$ cat src/design/bpr_pkg.sv
package bpr_pkg;

  // Group geometry
  localparam int unsigned GroupPixels = 16;
  localparam int unsigned PlaneWordW  = 16;
  localparam int unsigned PlaneFields = 8;

  // Remap table
  localparam int unsigned ColorW     = 8;
  localparam int unsigned TableDepth = 256;
  localparam int unsigned NumBanks   = GroupPixels / 2;

  // Field widths
  localparam int unsigned PlaneCntW = 4;
  localparam int unsigned ValidPixW = 5;

  // Stream widths: entry_index, entry_value, eight plane words, valid_pixels
  localparam int unsigned InFieldsW = 2 * ColorW + PlaneFields * PlaneWordW + ValidPixW;
  localparam int unsigned InTdataW  = ((InFieldsW + 7) / 8) * 8;
  localparam int unsigned OutTdataW = PlaneFields * PlaneWordW;

  localparam logic [PlaneCntW-1:0] PlaneCountReset = 4'd4;

  typedef enum logic {
    FUNC_LOAD    = 1'b0,
    FUNC_CONVERT = 1'b1
  } func_e;

  typedef logic [PlaneFields-1:0][PlaneWordW-1:0] plane_words_t;
  typedef logic [GroupPixels-1:0][ColorW-1:0]     pixel_colors_t;
  typedef logic [PlaneFields-1:0]                 plane_mask_t;

endpackage

$ cat src/design/bpr_gather.sv
module bpr_gather (
  input  bpr_pkg::plane_words_t  words_i,
  input  bpr_pkg::plane_mask_t   plane_en_i,
  output bpr_pkg::pixel_colors_t colors_o
);

  // Collect one color index per pixel: plane p gives index bit p
  always_comb begin
    colors_o = '0;
    for (int i = 0; i < bpr_pkg::GroupPixels; i++) begin
      for (int p = 0; p < bpr_pkg::PlaneFields; p++) begin
        colors_o[i][p] = words_i[p][bpr_pkg::GroupPixels-1-i] & plane_en_i[p];
      end
    end
  end

endmodule

$ cat config.mk
export PLATFORM = sky130hd
export DESIGN_NAME = bpr_gather
export DESIGN_NICKNAME = d
export VERILOG_FILES = /design/src/design/bpr_pkg.sv /design/src/design/bpr_gather.sv
export SDC_FILE = /design/constraint.sdc
export NUM_CORES = 1
export LEC_CHECK = 0
export BUFFER_PORTS_ARGS = -buffer_cell sky130_fd_sc_hd__buf_2
export CAP_MARGIN = 20
export CORE_AREA = 4 4 100 102
export DETAILED_ROUTE_END_ITERATION = 16
export DIE_AREA = 0 0 104 106
export PLACE_DENSITY = 0.6
export SLEW_MARGIN = 20
export SYNTH_ARGS = -nofsm -noshare
export SYNTH_HDL_FRONTEND = slang
export SYNTH_SLANG_ARGS = --single-unit
export TNS_END_PERCENT = 1
$ cat constraint.sdc
create_clock -name vclk -period 0.8
set_input_delay 0.04 -clock vclk [all_inputs]
set_output_delay 0.04 -clock vclk [all_outputs]
set_load 0.02 [all_outputs]
==> results.md <==
- Hold WC Path Type: input pin to output pin
- DRT antenna net count: 0
- Power Density: 597 nW/um^2
- Mean area per synthesized cell: 7.35 um^2
- Commonest non-fill, non-tap cell in the layout: buf_2
- Metal2 WL: 3.11 mm
- Ports: 264
- Synthesized area: 1000 um^2
- Antenna violations before repair: 0
- Placed Cells: 503
- Port-buffer cells: 264
- Die X-Extent: 104 um
- Max-cap violations: 0
- Final min period: 606 ps
- Share of layout cells above drive strength 1: 89.5%
- Placement Setup Slack: 169 ps
- Per-cell routed wire length: 11.5 um
- Data arrival, critical path: 570 ps
- Die Ht: 106 um
- Congestion Overflow GR: 0
- Unique masters post-synth: 3
- Synth top area share: 65.3%
- Routed via count: 1836
- Global placement routability congestion: 0.728
- Ys Warns: 0
- Most frequent CP cell: buf_2
- Crit start category: input pin
- Vias in the first global route: 1814
- Initial core utilization: 11.0%
- Routed vias/inst: 3.65
- Core ar.: 9110 um^2
- Detail Placement HPWL: 5.41 mm
- Setup crit end kind: output pin
- Filler cell count in the final layout: 1023
- Crit path required time: 760 ps
- Hold-fix buffer count after cts: 0
- First-pass GRT wire length: 8.75 mm
- Slew HR: 87.5%
- Area growth, synth to finish: 137%
- Synth top area cells: and2_2 (65%), and2_1 (26%), buf_6 (9.0%)
- FF+latch count: 0
- Peak VDD IR: 269 uV
- Post-CTS Resized: 0
- Routed WL: 5.79 mm
- DRC: 0
- N_diodes: 0
- RSZ-0062 raised after global routing: no
- Post-CTS Setup Bufs: 0
- Slowest stage delay, CP: 190 ps
- Top sig layer: met3
- Largest net degree at the start of global routing: 17
- Non-Filler Instances: 503
- Row cnt: 35
- Final setup viols: 0
- Leak: 1.55 nW
- Slowest cell on the critical path: buf_2
- DR iter-0 viols: 50
- Clock buffer count: 0
- Wl on met1: 1.84 mm
- CP Class: input pin to output pin
- Commonest cells after routing, fill and taps aside: buf_2 (264), and2_2 (87), and2_1 (41)
- Worst-Margin Slew: 188 ps
- Setup TNS: 0 ps
- Post-synthesis sequential area ratio: 0%
- Critical path fanouts, max: 16
- Final hold violation count: 0
- Total GRT Usage: 9.03%
- Bufs and invs on worst path: 2
- 1st-pass router iterations: 2
- Die area: 11000 um^2
- Final #Nets: 530
- FMAX: 1.65 GHz
- Outcome: complete, no violations
- Synth Instances: 136
- Biggest area consumer among synthesized cells: and2_2
- Setup WS post-layout: 194 ps
- Mapped Nets: 272
- Worst-path cell chain: buf_2 > and2_2 > buf_2
- CP top delay family: buffers and inverters
- Reg area: 0 um^2
- Period utilization: 75.7%
- Fin. max-slew vios: 0
- Wire length on met3: 843 um
cell usage after synthesis:
cell / n
and2_1: 41
and2_2: 87
buf_6: 8
layout make-up:
class	count	area [um^2]	area share, %
repair buffers	264	1320	55.8
multi-input cells	128	910	38.4
well taps	111	139	5.86
layer usage:
| layer | global-route usage [%] | vias to the layer above |
|---|---|---|
| li1 | - | 916 |
| met1 | 8.60 | 766 |
| met2 | 19.0 | 154 |
| met3 | 3.58 | 0 |
| met4 | 0 | 0 |
| met5 | 0 | - |
power breakdown:
group / switching, W / internal (W)
registers: 0 / 0
logic: 0.000757 / 0.000656
clock network: 0 / 0
total: 0.000757 / 0.000656
logic make-up after synthesis:
family                 count (synthesis)  share of synthesized area, %
buffers and inverters                  8                          9.01
AND/OR/NAND/NOR                      128                          91.0
worst paths after layout:
path,startpoint,end,depth (start not counted)
worst max-delay path,plane_en_i[5],colors_o[21],3
worst min-delay path,words_i[41],colors_o[50],3
through the flow:
stage / instance area [um^2] / power, W / hold WS [ps] / utilization, %
2_1_floorplan: 1000 / 0.000805 / 255 / -
3_3_place_gp: 2370 / 0.00142 / 406 / 26.0
3_5_place_dp: 2370 / 0.00143 / 405 / 26.0
4_1_cts: 2370 / 0.00143 / 406 / 26.0
5_1_grt: 2370 / 0.00153 / 417 / 26.0
6_report: 2370 / 0.00141 / 404 / 26.0
No activity file was read; power rests on OpenSTA's default activity.
