$ cat config.mk
export PLATFORM = sky130hd
export DESIGN_NAME = bpr_scatter
export DESIGN_NICKNAME = d
export VERILOG_FILES = /design/src/design/bpr_pkg.sv /design/src/design/bpr_scatter.sv
export SDC_FILE = /design/constraint.sdc
export NUM_CORES = 1
export LEC_CHECK = 0
export BUFFER_PORTS_ARGS = -buffer_cell sky130_fd_sc_hd__buf_2
export CORE_AREA = 5 5 103 105
export DETAILED_ROUTE_END_ITERATION = 10
export DIE_AREA = 0 0 108 110
export PLACE_DENSITY = 0.54
export SYNTH_ARGS = -nofsm -noshare
export SYNTH_HDL_FRONTEND = slang
export SYNTH_SLANG_ARGS = --single-unit
$ cat constraint.sdc
create_clock -name vclk -period 0.97
set_input_delay 0 -clock vclk [all_inputs]
set_output_delay 0 -clock vclk [all_outputs]
set_load 0.01 [all_outputs]
$ cat src/design/bpr_pkg.sv
package bpr_pkg;

  // Group geometry
  localparam int unsigned GroupPixels = 16;
  localparam int unsigned PlaneWordW  = 16;
  localparam int unsigned PlaneFields = 8;

  // Remap table
  localparam int unsigned ColorW     = 8;
  localparam int unsigned TableDepth = 256;
  localparam int unsigned NumBanks   = GroupPixels / 2;

  // Field widths
  localparam int unsigned PlaneCntW = 4;
  localparam int unsigned ValidPixW = 5;

  // Stream widths: entry_index, entry_value, eight plane words, valid_pixels
  localparam int unsigned InFieldsW = 2 * ColorW + PlaneFields * PlaneWordW + ValidPixW;
  localparam int unsigned InTdataW  = ((InFieldsW + 7) / 8) * 8;
  localparam int unsigned OutTdataW = PlaneFields * PlaneWordW;

  localparam logic [PlaneCntW-1:0] PlaneCountReset = 4'd4;

  typedef enum logic {
    FUNC_LOAD    = 1'b0,
    FUNC_CONVERT = 1'b1
  } func_e;

  typedef logic [PlaneFields-1:0][PlaneWordW-1:0] plane_words_t;
  typedef logic [GroupPixels-1:0][ColorW-1:0]     pixel_colors_t;
  typedef logic [PlaneFields-1:0]                 plane_mask_t;

endpackage

$ cat src/design/bpr_scatter.sv
module bpr_scatter (
  input  bpr_pkg::pixel_colors_t           mapped_i,
  input  bpr_pkg::plane_mask_t             plane_en_i,
  input  logic [bpr_pkg::ValidPixW-1:0]    valid_pixels_i,
  output bpr_pkg::plane_words_t            planes_o
);

  // Spread index bit p of each valid pixel into output plane p
  always_comb begin
    planes_o = '0;
    for (int i = 0; i < bpr_pkg::GroupPixels; i++) begin
      for (int p = 0; p < bpr_pkg::PlaneFields; p++) begin
        planes_o[p][bpr_pkg::GroupPixels-1-i] = mapped_i[i][p] & plane_en_i[p]
                                                & (bpr_pkg::ValidPixW'(i) < valid_pixels_i);
      end
    end
  end

endmodule

==> summary.md, run 1 <==
| Metric | Value |
|---|---|
| NetSw | ~740 µW |
| CP endpoint kind | output pin |
| Area Overhead vs Synth | 186% |
| Core Rows | 36 |
| Adder-Cell Fraction of Synth Area | 0 |
| Required time worst endpoint | about 0.97 ns |
| Layout cells sized above 1 | 0.738 |
| Reg power frac | 0 |
| Final period demand of the worst path | about 1.2 ns |
| Mapped Cells | between 200 and 250 |
| Finish-stage setup viols | between 40 and 50 |
| Pleak | between 2 and 2.5 nW |
| Chip Width | roughly 110 µm |
| Arr. time, crit path | ~1.2 ns |
| Die Footprint | 11900 µm² |
| WHS Path Cells | 4 |
| Yosys cell types | 23 |
| Power, Total | approximately 1.5 mW |
| Min setup slack post-route | -0.195 ns |
| Initial Utilization | 0.119 |
| RSZ-0062 raised after global routing | yes |
| Setup crit start kind | input port |
| Hpwl dp | ~8500 µm |
| DRC viols | 0 |
| Mapped cell area | 1140 µm² |
| CP Max Fanout | 16 |
| Synth Area in Compound Gates | 0.247 |
| Avg WL per Cell | approximately 18 µm |
| Max frequency | about 0.86 GHz |
| Post-route ant nets | 0 |
| Fin cells | around 600 |
| Clock power share | 0 |
| Antenna violations before repair | 0 |
| Routability cong. | 0.823 |
| Vias in the first global route | between 2000 and 3000 |
| Logic gate share of total power | 1.000 |
| Slew Viols, Final | 0 |
| Via count | about 2700 |
| Tot GR Track Use | 0.157 |
| Drt pass-1 iters | 4 |
| Sequential area share after synthesis | 0 |
| Core footprint | between 9000 and 10000 µm² |
| Violated checks | negative setup slack |
| Cells after DPL | between 600 and 700 |
| Final net count | 620 |
| Clock buffers | 0 |
| PD cells | around 460 nW/µm² |
| Final Hold Fails | 0 |
| Slew headroom | 0.721 |
| Status | complete, but fails checks |
| Syn Area/Cell | approximately 5.6 µm² |
| Worst VDD drop | about 0.19 mV |
| Warnings from Yosys | 0 |
| XOR/XNOR Fraction of Synth Area | 0 |
| WL final | ~11000 µm |
| Total grt overflow | 0 |
| Largest net degree at the start of global routing | 25 |
| Multiplexer area fraction after synthesis | 0 |
| Sequential Area | 0 µm² |
| Int Pwr | 755 µW |
| # diodes | 0 |
| Worst hold path type | input port to output pin |
| Seq_cells | 0 |
| Final Util | 0.341 |
| Largest family of logic cells by synthesized area | simple AND/OR/NAND/NOR gates |
| Fin crit share | 1.20 |
| Simple logic cell fraction of the synthesized area | 0.668 |
| Worst slew pin tran | roughly 0.42 ns |
| Net Sw Frac | 0.496 |
| First-pass GRT wire length | about 15000 µm |
| Net count after synthesis | between 300 and 400 |
| DR iter-0 viols | about 130 |
| Critical path class | input port to output pin |
| Vias per Instance | around 4.4 |
| Hold_buf cts | 0 |
| I/O pins | 269 |
| Maxcap violations | 0 |
| Die height | 110 µm |
| Port buffer count | 269 |
==> worst max-delay path: stages <==
cell     delay, ns
buf_6         0.10
or4_1         0.53
buf_6         0.18
o211a_1       0.22
buf_2         0.14
==> final cells by class <==
cell class                 instances  area [µm²]
fill                            1042        6300
timing repair buffer             293        1750
multi-input combinational        183        1340
tap                              133         166
inverter                           1        3.75
==> power groups by stage <==
stage / Combinational (mW) / Sequential (mW) / Clock [mW]
4_1_cts: 1.37 / 0 / 0
2_1_floorplan: 0.516 / 0 / 0
6_report: 1.50 / 0 / 0
3_3_place_gp: 1.25 / 0 / 0
5_1_grt: 1.61 / 0 / 0
3_5_place_dp: 1.26 / 0 / 0
==> cells in the final DEF (no fill, tap or decap), types with 2 or more instances in the layout <==
master   Yosys  final
buf_4        0     11
buf_12       0      2
o211a_1      8      8
and3_1      80     53
buf_2        2    245
a21oi_1     24      5
and3_4       0     27
a21oi_2      0     19
nor3_2       0      2
nor3_1      16     14
buf_6        2     34
nand2_1     40     40
==> timing repair <==
action / CTS / global route
resized for setup: 48 / 54
endpoints found under the setup margin: 97 / 93
buffers inserted: 1 / 3
pin swaps: 47 / 23
==> through the flow <==
| stage | instance area [µm²] | TNS (ns) | hold WS [ns] | worst slack [ns] |
|---|---|---|---|---|
| CTS | 2980 | -5.04 | 0.305 | -0.204 |
| detailed placement | 2740 | -11.21 | 0.305 | -0.241 |
| global placement | 2740 | -10.02 | 0.305 | -0.229 |
| finish | 3250 | -5.22 | 0.305 | -0.195 |
| floorplan | 1140 | -0.301 | 0.0909 | -0.0360 |
| global route | 3250 | -7.06 | 0.329 | -0.234 |
==> path summary, 6_finish.rpt <==
| check | start | end | slack, ns |
|---|---|---|---|
| max | valid_pixels_i[2] | planes_o[63] | -0.20 |
| min | mapped_i[35] | planes_o[59] | 0.31 |
==> logic make-up after synthesis <==
family | after synthesis
compound gates | 42
buf+inv | 21
simple gates | 141
==> layer usage <==
metal / global-route usage / vias up / wire, µm / part of all wire
li1: - / 1300 / - / -
met1: 0.195 / 1271 / 4490 / 0.40
met2: 0.301 / 138 / 5880 / 0.53
met3: 0.0157 / 4 / 706 / 0.063
met4: 0.0144 / 0 / 95 / 0.0085
met5: 0 / - / 0 / 0
==> synthesized netlist by cell type, drive strengths merged <==
library cell   n  area (µm²)
nor4           1        6.26
a31o           1        8.76
clkbuf        16        60.1
o21ai          2        10.0
o211a          8        80.1
a41o           1        10.0
or2            1        6.26
nor2           1        3.75
a211oi         1        7.51
a211o          1        8.76
a21oi         24         120
o211ai         1        7.51
nand2         40         150
buf            4        32.5
or3            1        6.26
a311o          1        10.0
or4            1        7.51
a21o           1        7.51
inv            1        3.75
and3          80         500
a2111o         1        11.3
nor3          16        80.1
Power figures use the tool's default switching activity.
==> inputs of run 2 (changes only) <==
--- a/config.mk
+++ b/config.mk
@@ -10,6 +10,7 @@
 export DETAILED_ROUTE_END_ITERATION = 10
 export DIE_AREA = 0 0 108 110
 export PLACE_DENSITY = 0.54
+export SKIP_LAST_GASP = 1
 export SYNTH_ARGS = -nofsm -noshare
 export SYNTH_HDL_FRONTEND = slang
 export SYNTH_SLANG_ARGS = --single-unit
==> run 2 against run 1 <==
  * The run still ends with negative setup slack left
  * Sequential cell count did not move
  * Final cell count unchanged
  * Core utilization decreased by 0.16 points
  * Critical endpoint unchanged
  * Die area unchanged
  * Largest cell class unchanged
  * Routed wire length down 0.13%
  * First-iteration DRC count decreased by 13%
  * Worst hold slack about the same
==> summary.md, run 2 (synthesized netlist as in run 1, its figures left out) <==
| Metric | Value |
|---|---|
| Vias in the first global route | 2669 (unchanged) |
| Max frequency | 0.858 GHz (about the same) |
| Total grt overflow | 0 (unchanged) |
| Clock buffers | 0 (unchanged) |
| Vias per Instance | 4.42 (-0.52%) |
| Slew headroom | 0.726 (+0.00489) |
| Fin crit share | 1.20 (about the same) |
| PD cells | 460 nW/µm² (-0.15%) |
| CP endpoint kind | output pin |
| Required time worst endpoint | 0.97 ns (about the same) |
| Port buffer count | 269 (unchanged) |
| Die height | 110 µm (unchanged) |
| Min setup slack post-route | -0.196 ns (-0.000620 ns) |
| Violated checks | negative setup slack |
| Final Hold Fails | 0 (unchanged) |
| Worst hold path type | input port to output pin |
| Power, Total | 1.49 mW (-0.61%) |
| Critical path class | input port to output pin |
| Area Overhead vs Synth | 184% |
| Largest net degree at the start of global routing | 25 (unchanged) |
| Hpwl dp | 8520 µm (unchanged) |
| Setup crit start kind | input port |
| Tot GR Track Use | 0.157 (unchanged) |
| WL final | 11200 µm (-0.13%) |
| Worst VDD drop | 0.193 mV (+0.58%) |
| Seq_cells | 0 (unchanged) |
| Antenna violations before repair | 0 (unchanged) |
| First-pass GRT wire length | 14600 µm (unchanged) |
| Drt pass-1 iters | 4 (unchanged) |
| Most common cell after layout, fill and taps aside | buf_2 |
| Die Footprint | 11900 µm² (unchanged) |
| Multi-input logic area | 1330 µm² (-0.19%) |
| Core footprint | 9550 µm² (unchanged) |
| Final net count | 620 (unchanged) |
| I/O pins | 269 (unchanged) |
| Worst slew pin tran | 0.411 ns (-0.00734 ns) |
| Initial Utilization | 0.119 (unchanged) |
| Commonest non-fill, non-tap cells in the layout | buf_2, and3_1, nand2_1 |
| Sequential Area | 0 µm² (unchanged) |
| DR iter-0 viols | 114 (-13%) |
| Maxcap violations | 0 (unchanged) |
| Arr. time, crit path | 1.17 ns (about the same) |
| Critical path origin | valid_pixels_i[2] |
| Pleak | 2.05 nW (-0.10%) |
| Chip Width | 108 µm (unchanged) |
| # diodes | 0 (unchanged) |
| Status | complete, but fails checks |
| Final period demand of the worst path | 1.17 ns (+0.000620 ns) |
| FILL cells | 1044 (+0.19%) |
| Core Rows | 36 (unchanged) |
| Min-delay src | mapped_i[35] |
| Slew Viols, Final | 0 (unchanged) |
| RSZ-0062 raised after global routing | yes |
| DRC viols | 0 (unchanged) |
| Post-route ant nets | 0 (unchanged) |
| WHS | 0.305 ns (-0.000284 ns) |
| CP Max Fanout | 16 (unchanged) |
| Via count | 2699 (-0.52%) |
| Layout cells sized above 1 | 0.736 (-0.00210) |
| Finish-stage setup viols | 48 (unchanged) |
| Avg WL per Cell | 18.3 µm (-0.13%) |
| Routability cong. | 0.823 (unchanged) |
==> run 2: layer usage <==
layer,routed length [µm],vias to the layer above,GRT usage
li1,-,1303,-
met1,4490,1257,0.195
met2,5860,135,0.301
met3,708,4,0.0157
met4,95,0,0.0144
met5,0,-,0
==> run 2: area by class of cell <==
class,count,share of cell area
Timing Repair Buffer,293,0.536
Multi-Input combinational cell,183,0.412
Tap cell,133,0.0514
Inverter,1,0.00116
==> run 2: path summary, 6_finish.rpt <==
path  depth (start not counted)  slack [ns]      endpoint
min                           4        0.30  planes_o[59]
max                           5       -0.20  planes_o[63]
==> run 2: report_power, final <==
part / switching (mW) / internal (mW) / leakage, nW / total [mW]
logic: 0.740 / 0.749 / 2.05 / 1.49
registers: 0 / 0 / 0 / 0
clock network: 0 / 0 / 0 / 0
==> run 2: critical path, stage by stage <==
cell and delay [ns]:
buf_6 0.10, or4_1 0.53, buf_6 0.18, o211a_1 0.21
buf_2 0.14
==> run 2: repair_timing <==
action                     in CTS  in global routing
hold buffers                    0                  0
setup endpoints to repair      97                 93
buffers inserted                1                  3
gates resized for setup        46                 53
pin swaps                      46                 16
==> run 2: metrics by stage <==
stage | utilization | setup WS (ns) | setup TNS (ns) | cells | instance area, µm²
floorplan | - | -0.0360 | -0.301 | 204 | 1140
global placement | 0.287 | -0.229 | -10.02 | 606 | 2740
detailed placement | 0.287 | -0.241 | -11.21 | 606 | 2740
CTS | 0.311 | -0.204 | -5.39 | 607 | 2970
global route | 0.339 | -0.234 | -7.21 | 610 | 3240
finish | 0.339 | -0.196 | -5.06 | 610 | 3240
